File: src/jse_pkg.sv
// Package for the JSON string escaper: item types, queue entry and escape helpers.
// Used by every module of the block; depends on nothing.
`timescale 1ns / 1ps
`default_nettype none

package jse_pkg;

  localparam int unsigned CountW   = 24;  // output count and index width
  localparam int unsigned PosW     = 3;   // position within one escape (0..5)
  localparam int unsigned QDepth   = 4;
  localparam int unsigned QPtrW    = $clog2(QDepth);
  localparam int unsigned QCntW    = $clog2(QDepth + 1);

  localparam logic [CountW-1:0] CapReset = CountW'(1024);

  localparam logic [7:0] ChBackslash = 8'h5C;
  localparam logic [7:0] ChQuote     = 8'h22;
  localparam logic [7:0] ChU         = 8'h75;
  localparam logic [7:0] ChZero      = 8'h30;
  localparam logic [7:0] ChB         = 8'h62;
  localparam logic [7:0] ChT         = 8'h74;
  localparam logic [7:0] ChN         = 8'h6E;
  localparam logic [7:0] ChF         = 8'h66;
  localparam logic [7:0] ChR         = 8'h72;
  localparam logic [7:0] HexAlphaOfs = 8'h57;  // 'a' - 10

  typedef enum logic [1:0] {
    KIND_PLAIN = 2'd0,  // byte passes through
    KIND_SHORT = 2'd1,  // backslash + one letter
    KIND_UNI   = 2'd2   // \u00hh
  } jse_kind_e;

  typedef struct packed {
    logic [7:0] src_byte;
    logic       last_byte;
  } jse_in_t;

  typedef struct packed {
    logic [7:0]        out_byte;
    logic [CountW-1:0] out_index;
    logic              kept;
    logic              run_end;
    logic [CountW-1:0] total_written;
    logic [CountW-1:0] terminator_index;
  } jse_out_t;

  // One classified source byte, waiting for expansion.
  typedef struct packed {
    logic [7:0]        src_byte;
    jse_kind_e         kind;
    logic [CountW-1:0] base;
    logic              keep;
    logic [CountW-1:0] total;
    logic [CountW-1:0] term;
  } jse_entry_t;

  // Queue status seen by both sides.
  typedef struct packed {
    logic full;
    logic empty;
  } jse_qstat_t;

  function automatic jse_kind_e classify(input logic [7:0] b);
    jse_kind_e k;
    case (b) inside
      8'h08, 8'h09, 8'h0A, 8'h0C, 8'h0D, ChQuote, ChBackslash: k = KIND_SHORT;
      [8'h00:8'h1F]:                                            k = KIND_UNI;
      default:                                                  k = KIND_PLAIN;
    endcase
    return k;
  endfunction

  function automatic logic [PosW-1:0] last_pos(input jse_kind_e k);
    logic [PosW-1:0] p;
    case (k)
      KIND_SHORT: p = PosW'(1);
      KIND_UNI:   p = PosW'(5);
      default:    p = PosW'(0);
    endcase
    return p;
  endfunction

  function automatic logic [7:0] short_letter(input logic [7:0] b);
    logic [7:0] c;
    case (b)
      8'h08:   c = ChB;
      8'h09:   c = ChT;
      8'h0A:   c = ChN;
      8'h0C:   c = ChF;
      8'h0D:   c = ChR;
      default: c = b;  // quote and backslash repeat themselves
    endcase
    return c;
  endfunction

  function automatic logic [7:0] hex_lower(input logic [3:0] nib);
    logic [7:0] c;
    if (nib < 4'd10) c = ChZero + {4'b0, nib};
    else             c = HexAlphaOfs + {4'b0, nib};
    return c;
  endfunction

  function automatic logic [7:0] esc_byte(input logic [7:0] b, input jse_kind_e k,
                                          input logic [PosW-1:0] pos);
    logic [7:0] c;
    case (k)
      KIND_SHORT: c = (pos == '0) ? ChBackslash : short_letter(b);
      KIND_UNI: begin
        case (pos)
          PosW'(0): c = ChBackslash;
          PosW'(1): c = ChU;
          PosW'(4): c = hex_lower(b[7:4]);
          PosW'(5): c = hex_lower(b[3:0]);
          default:  c = ChZero;
        endcase
      end
      default: c = b;
    endcase
    return c;
  endfunction

endpackage

`default_nettype wire

File: src/jse_front.sv
// Front end: accepts source bytes, classifies them, keeps the running output count
// and the capacity register, and pushes one entry per byte. Depends on jse_pkg.
`timescale 1ns / 1ps
`default_nettype none

module jse_front (
  input  wire                       clk_i,
  input  wire                       rst_ni,
  input  wire                       cfg_we_i,
  input  wire [jse_pkg::CountW-1:0] cfg_wdata_i,
  input  wire                       in_valid_i,
  output logic                      in_ready_o,
  input  jse_pkg::jse_in_t          in_item_i,
  input  jse_pkg::jse_qstat_t       qstat_i,
  output logic                      push_o,
  output jse_pkg::jse_entry_t       entry_o
);

  localparam int unsigned W = jse_pkg::CountW;

  logic [W-1:0] count_q, count_d;
  logic [W-1:0] cap_m1_q;   // capacity minus one
  logic         cap_zero_q;

  jse_pkg::jse_kind_e kind;
  logic [W:0]         sum;
  logic [W-1:0]       total;
  logic               keep;
  logic [W-1:0]       term;

  always_comb begin
    kind  = jse_pkg::classify(in_item_i.src_byte);
    sum   = {1'b0, count_q} + (W+1)'(jse_pkg::last_pos(kind)) + (W+1)'(1);
    total = sum[W] ? '1 : sum[W-1:0];
    if (cap_zero_q) begin
      keep = 1'b0;
    end else if (kind == jse_pkg::KIND_PLAIN) begin
      keep = count_q < cap_m1_q;
    end else begin
      keep = sum <= {1'b0, cap_m1_q};
    end
    if (cap_zero_q) begin
      term = '0;
    end else begin
      term = (total < cap_m1_q) ? total : cap_m1_q;
    end

    in_ready_o = !qstat_i.full;
    push_o     = in_valid_i && in_ready_o;

    entry_o.src_byte = in_item_i.src_byte;
    entry_o.kind     = kind;
    entry_o.base     = count_q;
    entry_o.keep     = keep;
    entry_o.total    = total;
    entry_o.term     = term;

    count_d = count_q;
    if (push_o) begin
      count_d = in_item_i.last_byte ? '0 : total;
    end
  end

  always_ff @(posedge clk_i or negedge rst_ni) begin
    if (!rst_ni) begin
      count_q    <= '0;
      cap_m1_q   <= jse_pkg::CapReset - W'(1);
      cap_zero_q <= 1'b0;
    end else begin
      count_q <= count_d;
      if (cfg_we_i) begin
        cap_m1_q   <= cfg_wdata_i - W'(1);
        cap_zero_q <= (cfg_wdata_i == '0);
      end
    end
  end

  // zero capacity is the only way the stored limit wraps to all ones
  a_cap_zero: assert property (@(posedge clk_i) disable iff (!rst_ni)
    cap_zero_q == (cap_m1_q == '1))
    else $error("capacity zero flag out of step with limit");

  a_no_push_full: assert property (@(posedge clk_i) disable iff (!rst_ni)
    !(push_o && qstat_i.full))
    else $error("push into full queue");

endmodule

`default_nettype wire

File: src/jse_queue.sv
// Short entry queue between front and back end, flop based.
// Depends on jse_pkg.
`timescale 1ns / 1ps
`default_nettype none

module jse_queue (
  input  wire                  clk_i,
  input  wire                  rst_ni,
  input  wire                  push_i,
  input  jse_pkg::jse_entry_t  entry_i,
  input  wire                  pop_i,
  output jse_pkg::jse_entry_t  head_o,
  output jse_pkg::jse_qstat_t  qstat_o
);

  jse_pkg::jse_entry_t             mem_q [jse_pkg::QDepth];
  logic [jse_pkg::QPtrW-1:0]       wr_q, rd_q;
  logic [jse_pkg::QCntW-1:0]       cnt_q, cnt_d;

  always_comb begin
    qstat_o.full  = (cnt_q == jse_pkg::QCntW'(jse_pkg::QDepth));
    qstat_o.empty = (cnt_q == '0);
    head_o        = mem_q[rd_q];
    cnt_d         = cnt_q + jse_pkg::QCntW'(push_i) - jse_pkg::QCntW'(pop_i);
  end

  always_ff @(posedge clk_i) begin
    if (push_i) begin
      mem_q[wr_q] <= entry_i;
    end
  end

  always_ff @(posedge clk_i or negedge rst_ni) begin
    if (!rst_ni) begin
      wr_q  <= '0;
      rd_q  <= '0;
      cnt_q <= '0;
    end else begin
      cnt_q <= cnt_d;
      if (push_i) wr_q <= wr_q + jse_pkg::QPtrW'(1);
      if (pop_i)  rd_q <= rd_q + jse_pkg::QPtrW'(1);
    end
  end

  a_cnt_bound: assert property (@(posedge clk_i) disable iff (!rst_ni)
    cnt_q <= jse_pkg::QCntW'(jse_pkg::QDepth))
    else $error("queue count past depth");

  a_no_pop_empty: assert property (@(posedge clk_i) disable iff (!rst_ni)
    !(pop_i && qstat_o.empty))
    else $error("pop from empty queue");

endmodule

`default_nettype wire

File: src/jse_back.sv
// Back end: expands the head entry into 1, 2 or 6 output bytes into an output register.
// Depends on jse_pkg.
`timescale 1ns / 1ps
`default_nettype none

module jse_back (
  input  wire                  clk_i,
  input  wire                  rst_ni,
  input  jse_pkg::jse_entry_t  head_i,
  input  jse_pkg::jse_qstat_t  qstat_i,
  output logic                 pop_o,
  output logic                 out_valid_o,
  input  wire                  out_ready_i,
  output jse_pkg::jse_out_t    out_item_o
);

  localparam int unsigned W = jse_pkg::CountW;

  logic [jse_pkg::PosW-1:0] pos_q, pos_d;
  logic                     out_valid_q, out_valid_d;
  jse_pkg::jse_out_t        out_q, out_d;

  logic                     load, fire, at_end;
  logic [jse_pkg::PosW-1:0] lp;
  logic [W:0]               idx_sum;

  always_comb begin
    load    = !out_valid_q || out_ready_i;
    fire    = load && !qstat_i.empty;
    lp      = jse_pkg::last_pos(head_i.kind);
    at_end  = (pos_q == lp);
    idx_sum = {1'b0, head_i.base} + (W+1)'(pos_q);

    out_d.out_byte         = jse_pkg::esc_byte(head_i.src_byte, head_i.kind, pos_q);
    out_d.out_index        = idx_sum[W] ? '1 : idx_sum[W-1:0];
    out_d.kept             = head_i.keep;
    out_d.run_end          = at_end;
    out_d.total_written    = head_i.total;
    out_d.terminator_index = head_i.term;

    pop_o       = fire && at_end;
    pos_d       = pos_q;
    out_valid_d = out_valid_q;
    if (fire) begin
      out_valid_d = 1'b1;
      pos_d       = at_end ? '0 : pos_q + jse_pkg::PosW'(1);
    end else if (load) begin
      out_valid_d = 1'b0;
    end
  end

  always_ff @(posedge clk_i) begin
    if (fire) out_q <= out_d;
  end

  always_ff @(posedge clk_i or negedge rst_ni) begin
    if (!rst_ni) begin
      pos_q       <= '0;
      out_valid_q <= 1'b0;
    end else begin
      pos_q       <= pos_d;
      out_valid_q <= out_valid_d;
    end
  end

  assign out_valid_o = out_valid_q;
  assign out_item_o  = out_q;

  // mid-escape the head entry must still be present
  a_pos_head: assert property (@(posedge clk_i) disable iff (!rst_ni)
    (pos_q != '0) |-> !qstat_i.empty)
    else $error("escape position without head entry");

  a_pos_bound: assert property (@(posedge clk_i) disable iff (!rst_ni)
    !qstat_i.empty |-> (pos_q <= lp))
    else $error("escape position past its length");

endmodule

`default_nettype wire

File: src/json_string_escaper_top.sv
// Top level of the JSON string escaper: front end, entry queue and back end.
// Depends on jse_pkg, jse_front, jse_queue and jse_back.
`timescale 1ns / 1ps
`default_nettype none

// Channel   Direction  Handshake               Payload
// ------    ---------  ----------------------  -----------------------------------
// in        input      in_valid_i/in_ready_o   in_item_i  (src_byte, last_byte)
// out       output     out_valid_o/out_ready_i out_item_o (byte, index, kept, ...)
// cfg       input      cfg_we_i (no wait)      cfg_wdata_i (dst_capacity)
//
// A source item is classified and its count updated in the cycle it is taken; the
// front takes one item per cycle while the 4-entry queue has room.
// The back end sends one output item per cycle unless out_ready_i or an empty queue
// holds it: a plain byte gives 1 item, a short escape 2 and a \u00hh escape 6, so
// escapes set the sustained drain rate; results sit in a registered output stage.
// Reset (async, active low) clears the count, the queue and the output valid, and
// sets the capacity to 1024; there is no clearing pass.
// Each side stalls on its own: out_ready_i low holds the output register, a full
// queue drops in_ready_o.

module json_string_escaper_top (
  input  wire                       clk_i,
  input  wire                       rst_ni,
  input  wire                       cfg_we_i,
  input  wire [jse_pkg::CountW-1:0] cfg_wdata_i,
  input  wire                       in_valid_i,
  output logic                      in_ready_o,
  input  jse_pkg::jse_in_t          in_item_i,
  output logic                      out_valid_o,
  input  wire                       out_ready_i,
  output jse_pkg::jse_out_t         out_item_o
);

  jse_pkg::jse_qstat_t qstat;
  jse_pkg::jse_entry_t entry, head;
  logic                push, pop;

  // classification, running count, capacity register
  jse_front u_front (
    .clk_i       (clk_i),
    .rst_ni      (rst_ni),
    .cfg_we_i    (cfg_we_i),
    .cfg_wdata_i (cfg_wdata_i),
    .in_valid_i  (in_valid_i),
    .in_ready_o  (in_ready_o),
    .in_item_i   (in_item_i),
    .qstat_i     (qstat),
    .push_o      (push),
    .entry_o     (entry)
  );

  // decouples byte intake from escape expansion
  jse_queue u_queue (
    .clk_i   (clk_i),
    .rst_ni  (rst_ni),
    .push_i  (push),
    .entry_i (entry),
    .pop_i   (pop),
    .head_o  (head),
    .qstat_o (qstat)
  );

  // one output byte per cycle unless out_ready_i or an empty queue holds it, entry popped on its final byte
  jse_back u_back (
    .clk_i       (clk_i),
    .rst_ni      (rst_ni),
    .head_i      (head),
    .qstat_i     (qstat),
    .pop_o       (pop),
    .out_valid_o (out_valid_o),
    .out_ready_i (out_ready_i),
    .out_item_o  (out_item_o)
  );

endmodule

`default_nettype wire
File: config.mk
export PLATFORM = sky130hd
export DESIGN_NAME = json_string_escaper_top
export DESIGN_NICKNAME = d
export VERILOG_FILES = /design/src/jse_pkg.sv /design/src/jse_front.sv /design/src/jse_queue.sv /design/src/jse_back.sv /design/src/json_string_escaper_top.sv
export SDC_FILE = /design/constraint.sdc
export NUM_CORES = 1
export LEC_CHECK = 0
export ABC_CLOCK_PERIOD_IN_PS = 8150
export BUFFER_PORTS_ARGS = -buffer_cell sky130_fd_sc_hd__buf_2
export CORE_MARGIN = 2
export CORE_UTILIZATION = 40
export CTS_CLUSTER_SIZE = 10
export DETAILED_ROUTE_END_ITERATION = 16
export PLACE_DENSITY_LB_ADDON = 0.2
export SKIP_CTS_REPAIR_TIMING = 1
export SLEW_MARGIN = 20
export SYNTH_ARGS = -nofsm -noshare
export SYNTH_HDL_FRONTEND = slang
export SYNTH_SLANG_ARGS = --single-unit
File: constraint.sdc
create_clock -name clk_i -period 8.15 [get_ports clk_i]
set_clock_uncertainty 0.05 [all_clocks]
set_input_delay 0.4075 -clock clk_i [delete_from_list [all_inputs] [get_ports clk_i]]
set_output_delay 0.4075 -clock clk_i [all_outputs]
set_load 0.01 [all_outputs]
==> results.md, run 1 <==
* Die area at 0.05563 mm2
* Port bufs at 121
* Family with the most delay on the worst path: compound AO/OA/AOI/OAI gates
* Post-synth net total at 1546
* CP Cell Sequence: buf_2 -> and4b_1 -> o21bai_1 -> a221oi_1 -> nor4_1 -> ha_1 -> a21oi_1 -> nor2b_1 -> nand4_1 -> a41oi_1 -> buf_4 -> ha_1 -> nand4_1 -> nor4_1 -> o21ai_0 -> a211oi_2 -> nor2_1 -> buf_4 -> a311oi_1
* Largest net degree at the start of global routing at 56
* Most instantiated cells after synthesis: edfxtp_1, nand2_1, ha_1, a21oi_1, mux4_2
* CTS buffer count at 54
* Area fraction of the dominant cell type after synthesis at 57.81%
* Shortest clock period the worst path allows after layout at 6.563 ns
* Cells after DPL at 2183
* Routed wire length on met2 at 25670 um
* Worst Tran Pin Value at 1.036 ns
* Part of the cycle the worst path needs at 80.53%
* Worst setup EP type: flop
* Detailed placement HPWL at 34370 um
* Worst Path Arrival at 6.82 ns
* Die X at 235.9 um
* Drt pass-1 iters at 5
* Worst flop-to-flop path startpoint: u_front.count_q[0]$_DFFE_PN0P_
* Most area-consuming cells after synthesis: edfxtp_1, mux4_2, dfrtp_1
* Class of the worst hold path: in2reg
* Hold Crit Endpoint: u_front.cap_m1_q[2]$_DFFE_PN1P_
* Core area at 0.05287 mm2
* Slowest CP cell: nor4_1
* Critical Path RT at 8.41 ns
* Share of layout cells above drive strength 1 at 20.09%
* Vias in the first global route at 12.83k
* DRC Markers at 0
* Kind of critical path: in2reg
* Initial antenna violation count at 0
* Highest Signal Layer: met4
* Synth area leader: edfxtp_1
* First-pass GRT wire length at 78990 um
* R2R depth at 17
* Final total power at 8309 uW
* Worst reg2reg endpoint: u_queue.mem_q[3][0]$_DFFE_PP_
* Cell with the most instances after synthesis: edfxtp_1
* CTS tree: yes
* Nets at 1685
* Layout Cells excl Fill at 2286
* Slew Limit Fails at 0
* Vias per std cell at 5.598
* Met3 wire length at 2595 um
* Unique masters post-synth at 85
* # rows at 84
* Area occupied by multi-input gates at 0.007017 mm2
* Crit. path cell count at 19
* Antenna Nets Post-Route at 0
* Sequential area share after synthesis at 64.86%
* Root Buffer: clkbuf_16
* #FFs+latches synth at 474
* Clock slew seen by the registers of the worst setup and hold paths at 0.05 ns
* Routability cong. at 0.8451
* Max Cap Viol at 0
* FF+latch area at 0.01395 mm2
* CP Buf/Inv Count at 3
* Post-Synthesis Cells at 1413
* Drt initial violations at 1029
* N_diodes at 0
* PwrDens at 340.1 mW/mm2
* Routed len/inst at 22.77 um
* Final TNS setup at 0 ns
* Status: completed
* Hold_ws at 0.01898 ns
* Final Hold Viols at 0
* Syn_area_per_cell at 15.22 um2
* DRT Wirelength at 52040 um
* Synthesized cell area at 0.02150 mm2
* Total grt overflow at 0
* Main flop type after synthesis: edfxtp_1
* Lkg Pwr at 0.009116 uW
* Maximum root-to-sink buffer count at 3
* Worst R2R Setup Slack at 2.19 ns
* EDFF count, synth at 414
* RSZ-0062 raised after global routing: false
* Die H at 235.9 um
* Ys async rst share at 12.66%
* I/O pins at 122
* Fmax achieved at 152.4 MHz
* DR vias at 12.80k
* CTS Sinks at 474
* CTS HTree Levels at 2
* Peak VDD IR at 0.1692 mV
* GRT Util Overall at 18.71%
* Fillers at 4625
* Slew HR at 29.15%
* CP Launch Type: input pin
* Syn. warnings at 0
* Worst skew pair latency at 0.61 ns
* Critical Path Fanout Max at 17
* Critical path's largest stage delay at 0.72 ns
* Starting density of the core at 40.67%
* M1 WL at 22570 um
* Area grow syn2layout at 13.60%
* Setup violations, final at 0
* Hold_sp: cfg_wdata_i[2]
* Hold path depth at 3
[power breakdown]
part | switching, uW | internal, uW
registers | 293 | 3440
clock network | 926 | 1280
logic | 1420 | 955
[cell usage in the layout, fill, tap and decap left out, types with 10 or more instances in the layout]
cell       netlist  routed
a21oi_1         84      84
mux4_2          75      75
nand2_1         96      96
clkbuf_16        0      54
clkbuf_1        24      40
nand3_1         28      28
nand2b_1        13      13
edfxtp_1       414     414
a21o_1          10      10
inv_1           71      70
and3_1          16      12
ha_1            93      93
buf_2           17     121
dfstp_2         10      10
dfrtp_1         50      48
a22o_1          17      17
nor3_1          23      23
nand4_1         18      18
nor2_1          65      64
o21ai_1         10      10
o21ai_0         32      32
xor2_1          33      33
buf_4            2      14
xnor2_1         31      31
[state kept, by name, summed over array words and instances (netlist names)]
name,count
u_queue.rd_q,2
u_front.cap_m1_q,24
u_back.pos_q,3
u_back.out_item_o,82
u_queue.cnt_q,3
u_back.out_valid_o,1
u_queue.wr_q,2
u_front.cap_zero_q,1
u_queue.mem_q,332
u_front.count_q,24
[layer usage]
metal / GRT usage [%] / vias to the layer above
li1: - / 5806
met1: 25.18 / 6574
met2: 31.27 / 339
met3: 3.335 / 78
met4: 5.192 / 0
met5: 0 / -
[kinds of logic (layout without fill, tap and decap cells)]
group	after synthesis	after routing	share of synthesized area, %
multiplexers	95	95	9.362
AND/OR/NAND/NOR	320	320	7.640
XOR/XNOR	64	64	2.607
flip-flops	474	474	64.86
buffers and inverters	127	312	2.618
AO/OA/AOI/OAI	238	238	7.320
adder cells (fa/ha/maj)	95	95	5.598
[worst reg2reg max path, stage by stage (launching register included)]
cell      delay [ns]
dfrtp_1         0.46
inv_1           0.09
ha_1            0.21
inv_1           0.06
ha_1            0.16
a21oi_1         0.09
nor2b_1         0.69
nand4_1         0.23
a41oi_1         0.62
buf_4           0.30
ha_1            0.18
nand4_1         0.16
nor4_1          0.49
o21ai_0         0.23
a211oi_2        0.70
nor2_1          0.08
buf_4           0.25
a311oi_1        0.64
[worst max path at each step]
stage | startpoint | to | slack, ns
2_1_floorplan | in_item_i[2] | u_queue.mem_q[0][13]$_DFFE_PP_ | 3.09
3_3_place_gp | in_item_i[2] | u_queue.mem_q[0][0]$_DFFE_PP_ | 1.28
3_5_place_dp | in_item_i[2] | u_queue.mem_q[0][0]$_DFFE_PP_ | 1.17
4_1_cts | in_item_i[2] | u_queue.mem_q[2][0]$_DFFE_PP_ | 1.78
5_1_grt | in_item_i[2] | u_queue.mem_q[2][0]$_DFFE_PP_ | 1.09
6_report | in_item_i[2] | u_queue.mem_q[3][0]$_DFFE_PP_ | 1.59
[metrics by stage]
stage	worst slack [ns]	area [um2]	utilization, %
CTS	1.782	24420	46.19
global placement	1.282	22820	43.17
global route	1.092	24430	46.21
finish	1.587	24430	46.21
detailed placement	1.175	22820	43.17
floorplan	3.090	21500	-
[final cells by class]
type / count / area share, %
tap: 688 / 3.524
timing repair buffer: 136 / 2.950
clock inverter: 4 / 0.1588
multi-input combinational: 812 / 28.73
clock buffer: 98 / 6.372
sequential: 474 / 57.12
inverter: 74 / 1.147
(Power assumes the default switching activity.)
==> inputs of run 2 (changes only) <==
- ABC_CLOCK_PERIOD_IN_PS: 8150 -> 5500
- clock period: 8.15 -> 5.5 ns (I/O delays scaled with it)
==> run 2 against run 1 <==
The run now ends with negative hold slack left. First-iteration DRC count fell by 18%. Worst setup slack worse by 1.1 ns. Utilization increased by 1.2 points. Global-route usage barely moved. Clock-buffer cell count shrank 1. Routed wire length grew 0.49%. Final area is 2.7% higher. Non-clock buffer count up 75. Combinational power increased by 57%. Via count increased by 0.66%. Critical endpoint is now u_queue.mem_q[0][12]$_DFFE_PP_. Largest cell class unchanged.
==> results.md, run 2 (same netlist as run 1, synthesis figures left out) <==
* Status: complete, but fails checks
* Failing checks: negative hold slack
* RSZ-0062 raised after global routing: false
* Routed len/inst at 22.15 um (-2.7%)
* Worst setup EP type: flop
* I/O pins at 122 (unchanged)
* Final TNS setup at 0 ns (unchanged)
* Number of flip-flops in the largest register at 332 (unchanged)
* Placement Cell Area at 0.02323 mm2 (+1.8%)
* Kind of critical path: in2reg
* Final Hold Viols at 7 (+7)
* Die area at 0.05563 mm2 (unchanged)
* Clock slew seen by the registers of the worst setup and hold paths at 0.05 ns (about the same)
* Initial antenna violation count at 1 (+1)
* Worst Path Arrival at 5.27 ns (-1.55 ns)
* First-pass GRT wire length at 78840 um (-0.19%)
* Worst skew pair latency at 0.60 ns (about the same)
* Drt initial violations at 840 (-18%)
* Slew Limit Fails at 0 (unchanged)
* CTS buffer count at 54 (unchanged)
* Class of the worst hold path: in2reg
* Starting density of the core at 40.67% (unchanged)
* Vias per std cell at 5.456 (-2.5%)
* Area grow syn2layout at 16.65%
* Drt pass-1 iters at 5 (unchanged)
* Critical Path RT at 5.78 ns (-2.63 ns)
* Die H at 235.9 um (unchanged)
* Port bufs at 121 (unchanged)
* Share of layout cells above drive strength 1 at 22.49% (+2.4 points)
* Met2 usage at 31.41% (+0.14 points)
* Fin util at 47.45% (+1.2 points)
* Part of the cycle the worst path needs at 90.60%
* Commonest non-fill, non-tap cell in the layout: edfxtp_1
* Post-Layout Inst Area at 0.02508 mm2 (+2.7%)
* Shortest clock period the worst path allows after layout at 4.983 ns
* CTS HTree Levels at 2 (unchanged)
* Slew HR at 32.28% (+3.1 points)
* Max Cap Viol at 0 (unchanged)
* DR vias at 12.88k (+0.66%)
* Critical Path Fanout Max at 12 (-5)
* Hold_ws at -0.01898 ns (-0.03796 ns)
* Root Buffer: clkbuf_16
* CP Launch Type: input pin
* # rows at 84 (unchanged)
* Total grt overflow at 0 (unchanged)
* Peak VDD IR at 0.2872 mV (+70%)
* Nets at 1760 (+4.5%)
* DRC Markers at 0 (unchanged)
* Commonest cells after routing, fill and taps aside: edfxtp_1, buf_2, nand2_1
* Vias in the first global route at 12.73k (-0.74%)
* Worst Tran Pin Value at 1.015 ns (-0.02122 ns)
* Fmax achieved at 200.7 MHz
* Largest net degree at the start of global routing at 61 (+8.9%)
* Antenna Nets Post-Route at 0 (unchanged)
* Grt peak-use layer: met2
* GRT met1 Usage at 24.99% (-0.19 points)
* CTS Sinks at 474 (unchanged)
* Die X at 235.9 um (unchanged)
* GRT Util Overall at 18.71% (about the same)
* Largest Register: u_queue.mem_q
* Core area at 0.05287 mm2 (unchanged)
* Setup violations, final at 0 (unchanged)
* DRT Wirelength at 52300 um (+0.49%)
* Detailed placement HPWL at 34880 um (+1.5%)
* Maximum root-to-sink buffer count at 3 (unchanged)
* PwrDens at 492.2 mW/mm2 (+45%)
* Lkg Pwr at 0.009475 uW (+3.9%)
* Routability cong. at 0.8859 (+4.8%)
* Met3 GRT Util at 3.242% (-0.094 points)
* CTS tree: yes
-- run 2: cell types whose count changed in the layout (fill, tap and decap cells not counted), sizes merged --
cell	delta
diode	+1
buf	+53
clkbuf	-1
dlygate4sd3	+22
-- run 2: worst paths after layout --
path / cells past startpoint / end / from / slack [ns]
max: 19 / u_queue.mem_q[0][12]$_DFFE_PP_ / in_item_i[7] / 0.52
max in group asynchronous: 3 / u_queue.rd_q[1]$_DFFE_PN0P_ / rst_ni / 4.32
max reg2reg: 17 / u_queue.mem_q[0][12]$_DFFE_PP_ / u_front.count_q[0]$_DFFE_PN0P_ / 0.67
min reg2reg: 2 / u_back.out_valid_o$_DFFE_PN0P_ / u_back.out_valid_o$_DFFE_PN0P_ / 0.47
min in group asynchronous: 3 / u_front.count_q[14]$_DFFE_PN0P_ / rst_ni / 0.38
min: 3 / u_front.count_q[10]$_DFFE_PN0P_ / in_item_i[0] / -0.02
-- run 2: layout make-up --
| type | count | area [um2] |
|---|---|---|
| Fill cell | 4614 | 27780 |
| Sequential cell | 474 | 13950 |
| Multi-Input combinational cell | 812 | 7042 |
| Clock buffer | 97 | 1554 |
| Timing Repair Buffer | 211 | 1351 |
| Tap cell | 688 | 860.8 |
| Inverter | 74 | 280.3 |
| Clock inverter | 4 | 38.79 |
| Antenna cell | 1 | 2.502 |
-- run 2: worst max-delay path: stages --
cell      delay [ns]
buf_2           0.11
buf_4           0.15
or3_1           0.33
a221oi_2        0.39
nor4_4          0.11
ha_1            0.33
and3b_1         0.20
o21ai_1         0.38
nor2_1          0.16
and3_1          0.22
mux2_2          0.30
ha_1            0.30
nand4_1         0.18
nor4_1          0.44
o21ai_0         0.22
a211oi_2        0.21
nor2_1          0.23
buf_4           0.25
a311oi_1        0.46
-- run 2: stage by stage --
stage / setup WS (ns) / instances / total power (uW)
2_1_floorplan: 0.5726 / 1413 / 7972
3_5_place_dp: -0.2746 / 2236 / 9243
4_1_cts: 0.3197 / 2337 / 12530
6_report: 0.5172 / 2361 / 12350
3_3_place_gp: 0.01321 / 2236 / 9195
5_1_grt: 0.04550 / 2361 / 13040
-- run 2: report_power, final --
part | total, uW | internal (uW) | switching, uW
Clock | 3250 | 1890 | 1360
Sequential | 5360 | 5100 | 263
Combinational | 3730 | 1460 | 2270
Total | 12300 | 8460 | 3890
-- run 2: routing by layer --
layer,routed length [um],vias up
met5,0,-
met4,1318,0
met3,2380,80
met2,26010,304
met1,22590,6551
li1,-,5946
